`config.mk`:
```
export PLATFORM = sky130hd
export DESIGN_NAME = ctr_front
export DESIGN_NICKNAME = d
export VERILOG_FILES = /design/src/ctr_pkg.sv /design/src/ctr_front.sv
export SDC_FILE = /design/constraint.sdc
export NUM_CORES = 1
export LEC_CHECK = 0
export BUFFER_PORTS_ARGS = -buffer_cell sky130_fd_sc_hd__clkbuf_2
export CAP_MARGIN = 20
export CORE_MARGIN = 2
export CORE_UTILIZATION = 51
export DETAILED_ROUTE_END_ITERATION = 16
export MAX_ROUTING_LAYER = met4
export PLACE_DENSITY = 0.88
export SYNTH_ARGS = -nofsm -noshare
export SYNTH_HDL_FRONTEND = slang
export SYNTH_SLANG_ARGS = --single-unit
```
`constraint.sdc`:
```
create_clock -name clk -period 18.33 [get_ports clk]
set_clock_uncertainty 0.2 [all_clocks]
set_input_delay 2.7495 -clock clk [delete_from_list [all_inputs] [get_ports clk]]
set_output_delay 2.7495 -clock clk [all_outputs]
set_load 0.02 [all_outputs]
```
`src/ctr_pkg.sv`:
```
// Shared types and codes of the chunked transfer reassembler.
`default_nettype none
package ctr_pkg;

  localparam int CHUNK_BYTES_DEF = 1024;
  localparam int MAX_CHUNKS_DEF  = 1024;

  localparam logic [1:0] PH_IDLE = 2'd0;
  localparam logic [1:0] PH_RECV = 2'd1;
  localparam logic [1:0] PH_DONE = 2'd2;
  localparam logic [1:0] PH_FAIL = 2'd3;

  localparam logic [3:0] ST_OK       = 4'd0;
  localparam logic [3:0] ST_NOT_RECV = 4'd1;
  localparam logic [3:0] ST_SHORT    = 4'd2;
  localparam logic [3:0] ST_ZERO     = 4'd3;
  localparam logic [3:0] ST_INDEX    = 4'd4;
  localparam logic [3:0] ST_OVERFLOW = 4'd5;
  localparam logic [3:0] ST_DUP      = 4'd6;
  localparam logic [3:0] ST_FOREIGN  = 4'd7;
  localparam logic [3:0] ST_CAPACITY = 4'd8;

  localparam logic [2:0] KIND_START  = 3'd0;
  localparam logic [2:0] KIND_HEADER = 3'd1;
  localparam logic [2:0] KIND_DATA   = 3'd2;
  localparam logic [2:0] KIND_END    = 3'd3;
  localparam logic [2:0] KIND_READ   = 3'd4;

  localparam logic [10:0] START_MIN_LEN  = 11'd8;
  localparam logic [10:0] HEADER_MIN_LEN = 11'd5;
  localparam logic [10:0] HEADER_WORDS   = 11'd4;
  localparam int          PERCENT        = 100;

  typedef enum logic [2:0] {
    OP_START, OP_HDR, OP_DATA, OP_END, OP_READ, OP_FOREIGN
  } op_t;

  typedef struct packed {
    op_t         op;
    logic        short8;
    logic        short5;
    logic        zero_sc;
    logic        over_cap;
    logic        idx_ovf;
    logic [10:0] size;
    logic [31:0] idx;
    logic [31:0] fsize;
    logic [31:0] count;
    logic [7:0]  data;
    logic [19:0] addr;
  } item_t;

endpackage
`default_nettype wire

```
`src/ctr_front.sv`:
```
// Request intake: decode, early checks and a two-entry queue.
`default_nettype none
module ctr_front
  import ctr_pkg::*;
#(
  parameter int CHUNK_BYTES = CHUNK_BYTES_DEF,
  parameter int MAX_CHUNKS  = MAX_CHUNKS_DEF
) (
  input  wire logic        clk,
  input  wire logic        rst_n,
  input  wire logic        start,
  output logic             busy,
  input  wire logic [2:0]  in_kind,
  input  wire logic [10:0] in_payload_length,
  input  wire logic [31:0] in_file_size,
  input  wire logic [31:0] in_chunk_count,
  input  wire logic [31:0] in_chunk_index,
  input  wire logic [7:0]  in_data_byte,
  input  wire logic [19:0] in_read_address,
  output logic             q_valid,
  output item_t            q_item,
  input  wire logic        q_pop
);

  localparam longint STORE = longint'(CHUNK_BYTES) * longint'(MAX_CHUNKS);

  item_t      mem_r [2];
  item_t      it;
  logic       wr_ptr_r, rd_ptr_r;
  logic [1:0] cnt_r;
  logic       push;

  always_comb begin
    it = '0;
    unique case (in_kind)
      KIND_START:  it.op = OP_START;
      KIND_HEADER: it.op = OP_HDR;
      KIND_DATA:   it.op = OP_DATA;
      KIND_END:    it.op = OP_END;
      KIND_READ:   it.op = OP_READ;
      default:     it.op = OP_FOREIGN;
    endcase
    it.short8   = in_payload_length < START_MIN_LEN;
    it.short5   = in_payload_length < HEADER_MIN_LEN;
    it.zero_sc  = (in_file_size == '0) || (in_chunk_count == '0);
    it.over_cap = (64'(in_file_size) > 64'(STORE)) ||
                  (64'(in_chunk_count) > 64'(MAX_CHUNKS));
    it.idx_ovf  = 64'(in_chunk_index) >= 64'(MAX_CHUNKS);
    it.size     = in_payload_length - HEADER_WORDS;
    it.idx      = in_chunk_index;
    it.fsize    = in_file_size;
    it.count    = in_chunk_count;
    it.data     = in_data_byte;
    it.addr     = in_read_address;
  end

  assign busy    = cnt_r == 2'd2;
  assign push    = start && !busy;
  assign q_valid = cnt_r != 2'd0;
  assign q_item  = mem_r[rd_ptr_r];

  always_ff @(posedge clk) begin
    if (!rst_n) begin
      wr_ptr_r <= 1'b0;
      rd_ptr_r <= 1'b0;
      cnt_r    <= 2'd0;
    end else begin
      if (push) begin
        wr_ptr_r <= !wr_ptr_r;
      end
      if (q_pop) begin
        rd_ptr_r <= !rd_ptr_r;
      end
      cnt_r <= cnt_r + 2'(push) - 2'(q_pop);
    end
    if (push) begin
      mem_r[wr_ptr_r] <= it;
    end
  end

endmodule
`default_nettype wire

```
==> qor_table.md, run 1 <==
| Step | Quantity | Value |
|---|---|---|
| clock network | Clock latency at the later pin of the worst-skew pair | 520 ps |
| critical path | Critical Path Source Type | flip-flop |
| routing | Aggregate routed wire length | 21100 um |
| global route | Overflow left after global routing | 0 |
| timing | Clock period minus final worst setup slack | 6020 ps |
| synthesis | Sequential fraction of the synthesis area | 79.9% |
| timing | Fin worst setup slack | 12310 ps |
| floorplanning | I/O pin count | 287 |
| critical path | Sort of element at the end of the critical path | primary output |
| global route | Pin count of the biggest net entering global routing | 79 |
| timing | Least-Margin Pin Slew | 1070 ps |
| clock network | Inserted Clock Buffers | 29 |
| placed design | Worst slack at placement | 12820 ps |
| run status | Result of the run | finished clean |
| clock network | TritonCTS clock tree | done |
| critical path | Worst Path Max Fanout | 78 |
| synthesis | Number of flip-flops and latches in the synthesized netlist | 291 |
| synthesis | Net count of the mapped netlist | 673 |
| placed design | Post-detailed-placement half-perimeter wirelength | 14300 um |
| timing | WHS | 367 ps |
| clock network | Post-cts resize count | 0 |
| routing | Final ANT Viol Nets | 0 |
| timing | Number of pins with negative max-slew slack in the final report | 0 |
| final layout | Count of inserted antenna diode cells | 0 |
| timing | Achievable Freq | 166 MHz |
| global route | Wire length of the first global-routing pass | 31400 um |
| synthesis | Warnings from Yosys | 0 |
| floorplanning | Die area | 22500 um^2 |
| floorplanning | Y dimension of the die | 150 um |
| global route | Initial antenna violation count | 0 |
| power | Static Leakage | 5.04 nW |
| routing | Detailed Route Iter0 Violations | 184 |
| final layout | Post-route insts no fill | 1126 |
| synthesis | Synthesized cell area | 10900 um^2 |
| power | Power density over cell area | 130 nW/um^2 |
| routing | Vias per inst | 5.21 |
| global route | Vias in the first global route | 5947 |
| clock network | Count of buffers added by post-CTS timing repair for setup | 0 |
| final layout | Layout cell share with drive strength beyond 1 | 55.9% |
| floorplanning | Core region area | 21000 um^2 |
| placed design | Number of placed cells counting well taps | 1077 |
| synthesis | Number of different library cells in the post-synthesis netlist | 28 |
| synthesis | Synthesized instance count | 528 |
| clock network | Clock tree buffer depth | 3 |
| min path | Hold/Removal Path Class | reg -> reg |
| clock network | CTS sink cnt | 291 |
| critical path | Critical setup path kind | reg -> out |
| floorplanning | Starting Density | 51.9% |
| timing | Unrepaired setup endpoints after global routing | false |
| clock network | Clock tree root driver cell | sky130_fd_sc_hd__clkbuf_16 |
| routing | DRT Pass-1 Iters | 5 |
| final layout | Synthesis-to-finish area growth | 24.3% |
| power | Overall power | 1.75 mW |
| clock network | H-tree depth reported by CTS | 1 |
| timing | Portion of the clock cycle consumed by the worst path in the final layout | 32.8% |
| flow run | Number of max-capacitance violations reported | 0 |
| placed design | Placer congestion estimate | 0.783 |
| final layout | Number of nets in the finished design | 979 |
| timing | Setup violation total in the final timing report | 0 |
| power | Worst-case vdd ir drop | 0.102 mV |
| routing | Total number of vias | 5861 |
| timing | Number of endpoints with negative hold slack in the final report | 0 |
| routing | Average detailed-routed wire length per instance | 18.7 um |
| timing | Max transition margin | 28.8% |
| timing | Final total negative setup slack | 0 ps |
| critical path | Crit path DAT | 3070 ps |
| floorplanning | Site row count | 53 |
| placed design | Port-buffer cells | 286 |
| floorplanning | Die width | 150 um |
| routing | DR DRC count | 0 |
| clock network | Clock-pin slew on the worst setup and hold paths | 60 ps |
| critical path | Required time worst endpoint | 15380 ps |
| clock network | Quantity of hold-fixing buffers added after cts | 0 |
| synthesis | Syn avg cell area | 20.6 um^2 |
| global route | All-layer global routing usage | 18.5% |
## cell type report
type | count | area, um^2
sequential | 291 | 8690
fill | 1467 | 7440
multi-input combinational | 214 | 2100
timing repair buffer | 292 | 1490
clock buffer | 38 | 759
tap | 275 | 344
clock inverter | 10 | 106
inverter | 6 | 22.5
## logic make-up (layout without fill, tap and decap cells)
| kind of cell | after synthesis | after routing | share of synthesized area [%] |
|---|---|---|---|
| AO/OA/AOI/OAI | 5 | 5 | 0.357 |
| XOR/XNOR | 11 | 11 | 0.886 |
| adder cells (fa/ha/maj) | 3 | 3 | 0.345 |
| buffers and inverters | 23 | 346 | 0.874 |
| flip-flops | 291 | 291 | 79.9 |
| multiplexers | 143 | 143 | 14.8 |
| AND/OR/NAND/NOR | 52 | 52 | 2.83 |
## flip-flops by register name, indices dropped and copies added, names as in the netlist, named ones only
name and count:
wr_ptr_r 1, rd_ptr_r 1, mem_r 286, cnt_r 2
## power breakdown
group	internal (mW)	switching [mW]	leakage [nW]	total [mW]
Sequential	0.852	0.0272	2.70	0.880
Combinational	0.118	0.212	1.92	0.330
Clock	0.317	0.225	0.416	0.542
Total	1.29	0.464	5.04	1.75
## routing by layer
metal	vias up	share of wire [%]	track usage [%]
li1	2716	-	-
met1	2901	38	21.9
met2	209	53	32.2
met3	35	7.5	4.33
met4	0	1.9	4.72
met5	-	0	-
## per-stage QoR
| stage | utilization (%) | area [um^2] |
|---|---|---|
| after floorplan | - | 10900 |
| after global placement | 60.3 | 12600 |
| after detailed placement | 60.3 | 12600 |
| after CTS | 64.4 | 13500 |
| after global routing | 64.5 | 13500 |
| final | 64.5 | 13500 |
## synthesized netlist by cell type
cell type	count	area, um^2
sky130_fd_sc_hd__mux2_2	143	1610
sky130_fd_sc_hd__and3_1	1	6.26
sky130_fd_sc_hd__nor4_1	17	106
sky130_fd_sc_hd__xor2_1	6	52.6
sky130_fd_sc_hd__a2111o_1	1	11.3
sky130_fd_sc_hd__nand2b_1	1	6.26
sky130_fd_sc_hd__nor3_1	4	20.0
sky130_fd_sc_hd__edfxtp_1	286	8590
sky130_fd_sc_hd__nor3b_1	1	7.51
sky130_fd_sc_hd__o21ai_0	1	5.00
sky130_fd_sc_hd__buf_2	7	35.0
sky130_fd_sc_hd__a21o_1	1	7.51
sky130_fd_sc_hd__inv_1	6	22.5
sky130_fd_sc_hd__or2_2	1	6.26
sky130_fd_sc_hd__o21a_1	1	7.51
sky130_fd_sc_hd__ha_1	3	37.5
sky130_fd_sc_hd__nor2_1	4	15.0
sky130_fd_sc_hd__xnor2_1	5	43.8
sky130_fd_sc_hd__nand4_1	2	12.5
sky130_fd_sc_hd__nor4b_1	1	8.76
sky130_fd_sc_hd__and2_1	6	37.5
sky130_fd_sc_hd__o31ai_1	1	7.51
sky130_fd_sc_hd__or4_1	6	45.0
sky130_fd_sc_hd__nand3_1	3	15.0
sky130_fd_sc_hd__dfxtp_1	5	100
sky130_fd_sc_hd__nand2_1	4	15.0
sky130_fd_sc_hd__clkbuf_1	10	37.5
sky130_fd_sc_hd__nor2b_1	1	6.26
## path summary, 6_finish.rpt
path	start	end	slack [ps]	cells after the start
max	flip-flop	q_item[45]	12310	3
min	rd_ptr_r	flip-flop	370	2
max reg2reg	cnt_r[0]	mem_r[1][70]	15840	3
min reg2reg	rd_ptr_r	flip-flop	370	2
## layout by cell type (no fill, tap or decap)
cell,instances
sky130_fd_sc_hd__nand4_1,2
sky130_fd_sc_hd__nand2_1,4
sky130_fd_sc_hd__a21o_1,1
sky130_fd_sc_hd__nor2_1,3
sky130_fd_sc_hd__ha_1,3
sky130_fd_sc_hd__clkbuf_2,286
sky130_fd_sc_hd__nor3b_1,1
sky130_fd_sc_hd__buf_12,1
sky130_fd_sc_hd__clkbuf_16,29
sky130_fd_sc_hd__o21ai_0,1
sky130_fd_sc_hd__o31ai_1,1
sky130_fd_sc_hd__and2_1,6
sky130_fd_sc_hd__or2_2,1
sky130_fd_sc_hd__dfxtp_1,4
sky130_fd_sc_hd__bufinv_16,2
sky130_fd_sc_hd__inv_1,6
sky130_fd_sc_hd__or4_1,6
sky130_fd_sc_hd__mux2_2,143
sky130_fd_sc_hd__clkinv_2,3
sky130_fd_sc_hd__nand2b_1,1
sky130_fd_sc_hd__o21a_1,1
sky130_fd_sc_hd__a2111o_1,1
sky130_fd_sc_hd__clkinvlp_4,2
sky130_fd_sc_hd__nor2_4,1
sky130_fd_sc_hd__nor3_1,4
sky130_fd_sc_hd__nand3_1,3
sky130_fd_sc_hd__clkinv_1,2
sky130_fd_sc_hd__xnor2_1,5
sky130_fd_sc_hd__and3_4,1
sky130_fd_sc_hd__edfxtp_1,286
sky130_fd_sc_hd__buf_4,5
sky130_fd_sc_hd__inv_6,1
sky130_fd_sc_hd__clkbuf_1,9
sky130_fd_sc_hd__xor2_1,6
sky130_fd_sc_hd__dfxtp_4,1
sky130_fd_sc_hd__nor2b_1,1
sky130_fd_sc_hd__nor4b_1,1
sky130_fd_sc_hd__nor4_1,17
## worst max-delay path, cell delays in order, from the launching register on
cell and delay (ps):
sky130_fd_sc_hd__dfxtp_4 900, sky130_fd_sc_hd__buf_4 910, sky130_fd_sc_hd__mux2_2 430, sky130_fd_sc_hd__clkbuf_2 160
(Power assumes the default switching activity.)
==> inputs of run 2 (changes only) <==
- CORE_UTILIZATION: 51 -> 47
- PLACE_DENSITY: 0.88 -> 0.85
- clock period: 18.33 -> 5.1 ns (I/O delays scaled with it)
==> run 2 against run 1 <==
  * Non-clock buffer count did not move
  * Die area increased by 8.3%
  * Core utilization down 4.7 points
  * Hold slack got worse by 150 ps
  * Final cell count increased by 1.1%
  * Final area rose by 0.50%
  * Worst setup slack got worse by 11000 ps
  * Combinational power grew to 3.6 times the previous value
  * Sequential power increased to 3.6 times the previous value
  * Register-to-register slack worse by 13000 ps
  * Via count up 0.65%
  * Clock-buffer cell count is 7 lower
==> qor_table.md, run 2 (synthesis gave the netlist of run 1 again) <==
| Step | Quantity | Value |
|---|---|---|
| critical path | Worst Path Max Fanout | 49 |
| floorplanning | Site row count | 55 |
| clock network | Clock latency at the later pin of the worst-skew pair | 530 ps |
| placed design | Port-buffer cells | 286 |
| global route | Vias in the first global route | 5924 |
| timing | Fin worst setup slack | 1660 ps |
| final layout | Final cell utilization of the core | 59.8% |
| power | Worst-case vdd ir drop | 0.312 mV |
| critical path | Slack of the worst reg-to-reg path | 2900 ps |
| timing | Setup violation total in the final timing report | 0 |
| floorplanning | I/O pin count | 287 |
| floorplanning | Die width | 156 um |
| timing | Clock period minus final worst setup slack | 3440 ps |
| global route | Pin count of the biggest net entering global routing | 73 |
| final layout | Commonest cells after routing, fill and taps aside | sky130_fd_sc_hd__clkbuf_2, sky130_fd_sc_hd__edfxtp_1, sky130_fd_sc_hd__mux2_2 |
| clock network | Inserted Clock Buffers | 29 |
| timing | Number of endpoints with negative hold slack in the final report | 0 |
| critical path | Critical Path Source Type | flip-flop |
| run status | Result of the run | finished clean |
| clock network | Quantity of hold-fixing buffers added after cts | 0 |
| final layout | Post-route insts no fill | 1138 |
| power | Power density over cell area | 469 nW/um^2 |
| routing | Total number of vias | 5899 |
| placed design | Number of placed cells counting well taps | 1088 |
| routing | Final ANT Viol Nets | 0 |
| final layout | Count of inserted antenna diode cells | 0 |
| critical path | Crit path DAT | 2480 ps |
| power | Static Leakage | 5.07 nW |
| floorplanning | Y dimension of the die | 156 um |
| global route | Routing usage on met2 | 29.7% |
| min path | Hold/Removal Path Class | in -> reg |
| clock network | TritonCTS clock tree | done |
| clock network | Post-cts resize count | 0 |
| clock network | Clock tree root driver cell | sky130_fd_sc_hd__clkbuf_16 |
| power | Internal Pwr Total | 4.67 mW |
| timing | Portion of the clock cycle consumed by the worst path in the final layout | 67.5% |
| final layout | Top Registers | mem_r x286, cnt_r x2 |
| routing | Detailed Route Iter0 Violations | 275 |
| timing | Max transition margin | 32.8% |
| clock network | CTS sink cnt | 291 |
| power | Net switching share of the total power | 26.7% |
| routing | DR DRC count | 0 |
| clock network | Clock tree buffer depth | 3 |
| global route | All-layer global routing usage | 17.8% |
| critical path | Critical setup path kind | reg -> out |
| floorplanning | Core region area | 22700 um^2 |
| floorplanning | Starting Density | 47.9% |
| global route | Met3 track utilization from global routing | 4.42% |
| power | Fraction of power consumed by the clock network | 31.7% |
| final layout | Register with the most flip-flops | mem_r |
| global route | Overflow left after global routing | 0 |
| power | Combinational group share of total power | 18.6% |
| timing | Unrepaired setup endpoints after global routing | false |
| critical path | Required time worst endpoint | 4140 ps |
| routing | Average detailed-routed wire length per instance | 19.3 um |
| placed design | Post-detailed-placement half-perimeter wirelength | 15000 um |
| final layout | Synthesis-to-finish area growth | 24.9% |
| global route | Met1 track demand over resource in global routing | 21.7% |
| global route | Initial antenna violation count | 0 |
| floorplanning | Die area | 24400 um^2 |
| power | Flop pwr share | 49.7% |
| global route | Busiest grt layer | met2 |
| placed design | Worst slack at placement | 2200 ps |
| routing | Aggregate routed wire length | 21900 um |
| global route | Wire length of the first global-routing pass | 32600 um |
| placed design | Placer congestion estimate | 0.770 |
| final layout | Number of nets in the finished design | 979 |
| final layout | Layout cell share with drive strength beyond 1 | 56.3% |
| timing | Achievable Freq | 290 MHz |
| routing | Vias per inst | 5.18 |
| clock network | H-tree depth reported by CTS | 1 |
| timing | Least-Margin Pin Slew | 1010 ps |
| power | Net switching power figure | 1.70 mW |
| flow run | Number of max-capacitance violations reported | 0 |
| clock network | Clock-pin slew on the worst setup and hold paths | 60 ps |
| clock network | Count of buffers added by post-CTS timing repair for setup | 0 |
| critical path | Sort of element at the end of the critical path | primary output |
| routing | DRT Pass-1 Iters | 5 |
| final layout | Number of flip-flops under the largest register name | 286 |
| power | Overall power | 6.37 mW |
| timing | Final total negative setup slack | 0 ps |
| timing | Number of pins with negative max-slew slack in the final report | 0 |
-- run 2: power groups by stage --
| stage | Clock [mW] | Sequential, mW | Combinational, mW |
|---|---|---|---|
| 2_1_floorplan | 0 | 3.20 | 0.782 |
| 3_3_place_gp | 0 | 3.20 | 1.18 |
| 3_5_place_dp | 0 | 3.22 | 1.20 |
| 4_1_cts | 2.07 | 3.17 | 1.20 |
| 5_1_grt | 2.15 | 3.20 | 1.27 |
| 6_report | 2.02 | 3.16 | 1.19 |
-- run 2: metrics by stage --
stage | area (um^2) | hold WS, ps
finish | 13600 | 219
global route | 13600 | 202
CTS | 13600 | 193
detailed placement | 12700 | 370
global placement | 12700 | 359
floorplan | 10900 | 355
-- run 2: worst paths after layout --
check / from / endpoint / depth (start not counted)
max: flip-flop / q_item[66] / 3
min reg2reg: rd_ptr_r / flip-flop / 2
min: in_data_byte[6] / mem_r[0][26] / 1
max reg2reg: cnt_r[0] / mem_r[1][90] / 3
-- run 2: routing by layer --
metal / part of all wire (%) / up-vias
li1: - / 2724
met1: 40 / 2897
met2: 50 / 233
met3: 7.4 / 45
met4: 2.5 / 0
met5: 0 / -
-- run 2: critical path: stages, from the launching register on --
cell	delay [ps]
sky130_fd_sc_hd__dfxtp_4	810
sky130_fd_sc_hd__buf_4	520
sky130_fd_sc_hd__mux2_2	410
sky130_fd_sc_hd__clkbuf_2	160
-- run 2: layout make-up --
cell class	count	area, um^2
clock buffer	31	733
clock inverter	19	175
fill	1686	9130
inverter	6	22.5
multi-input combinational	214	2100
sequential	291	8690
tap	285	357
timing repair buffer	292	1500
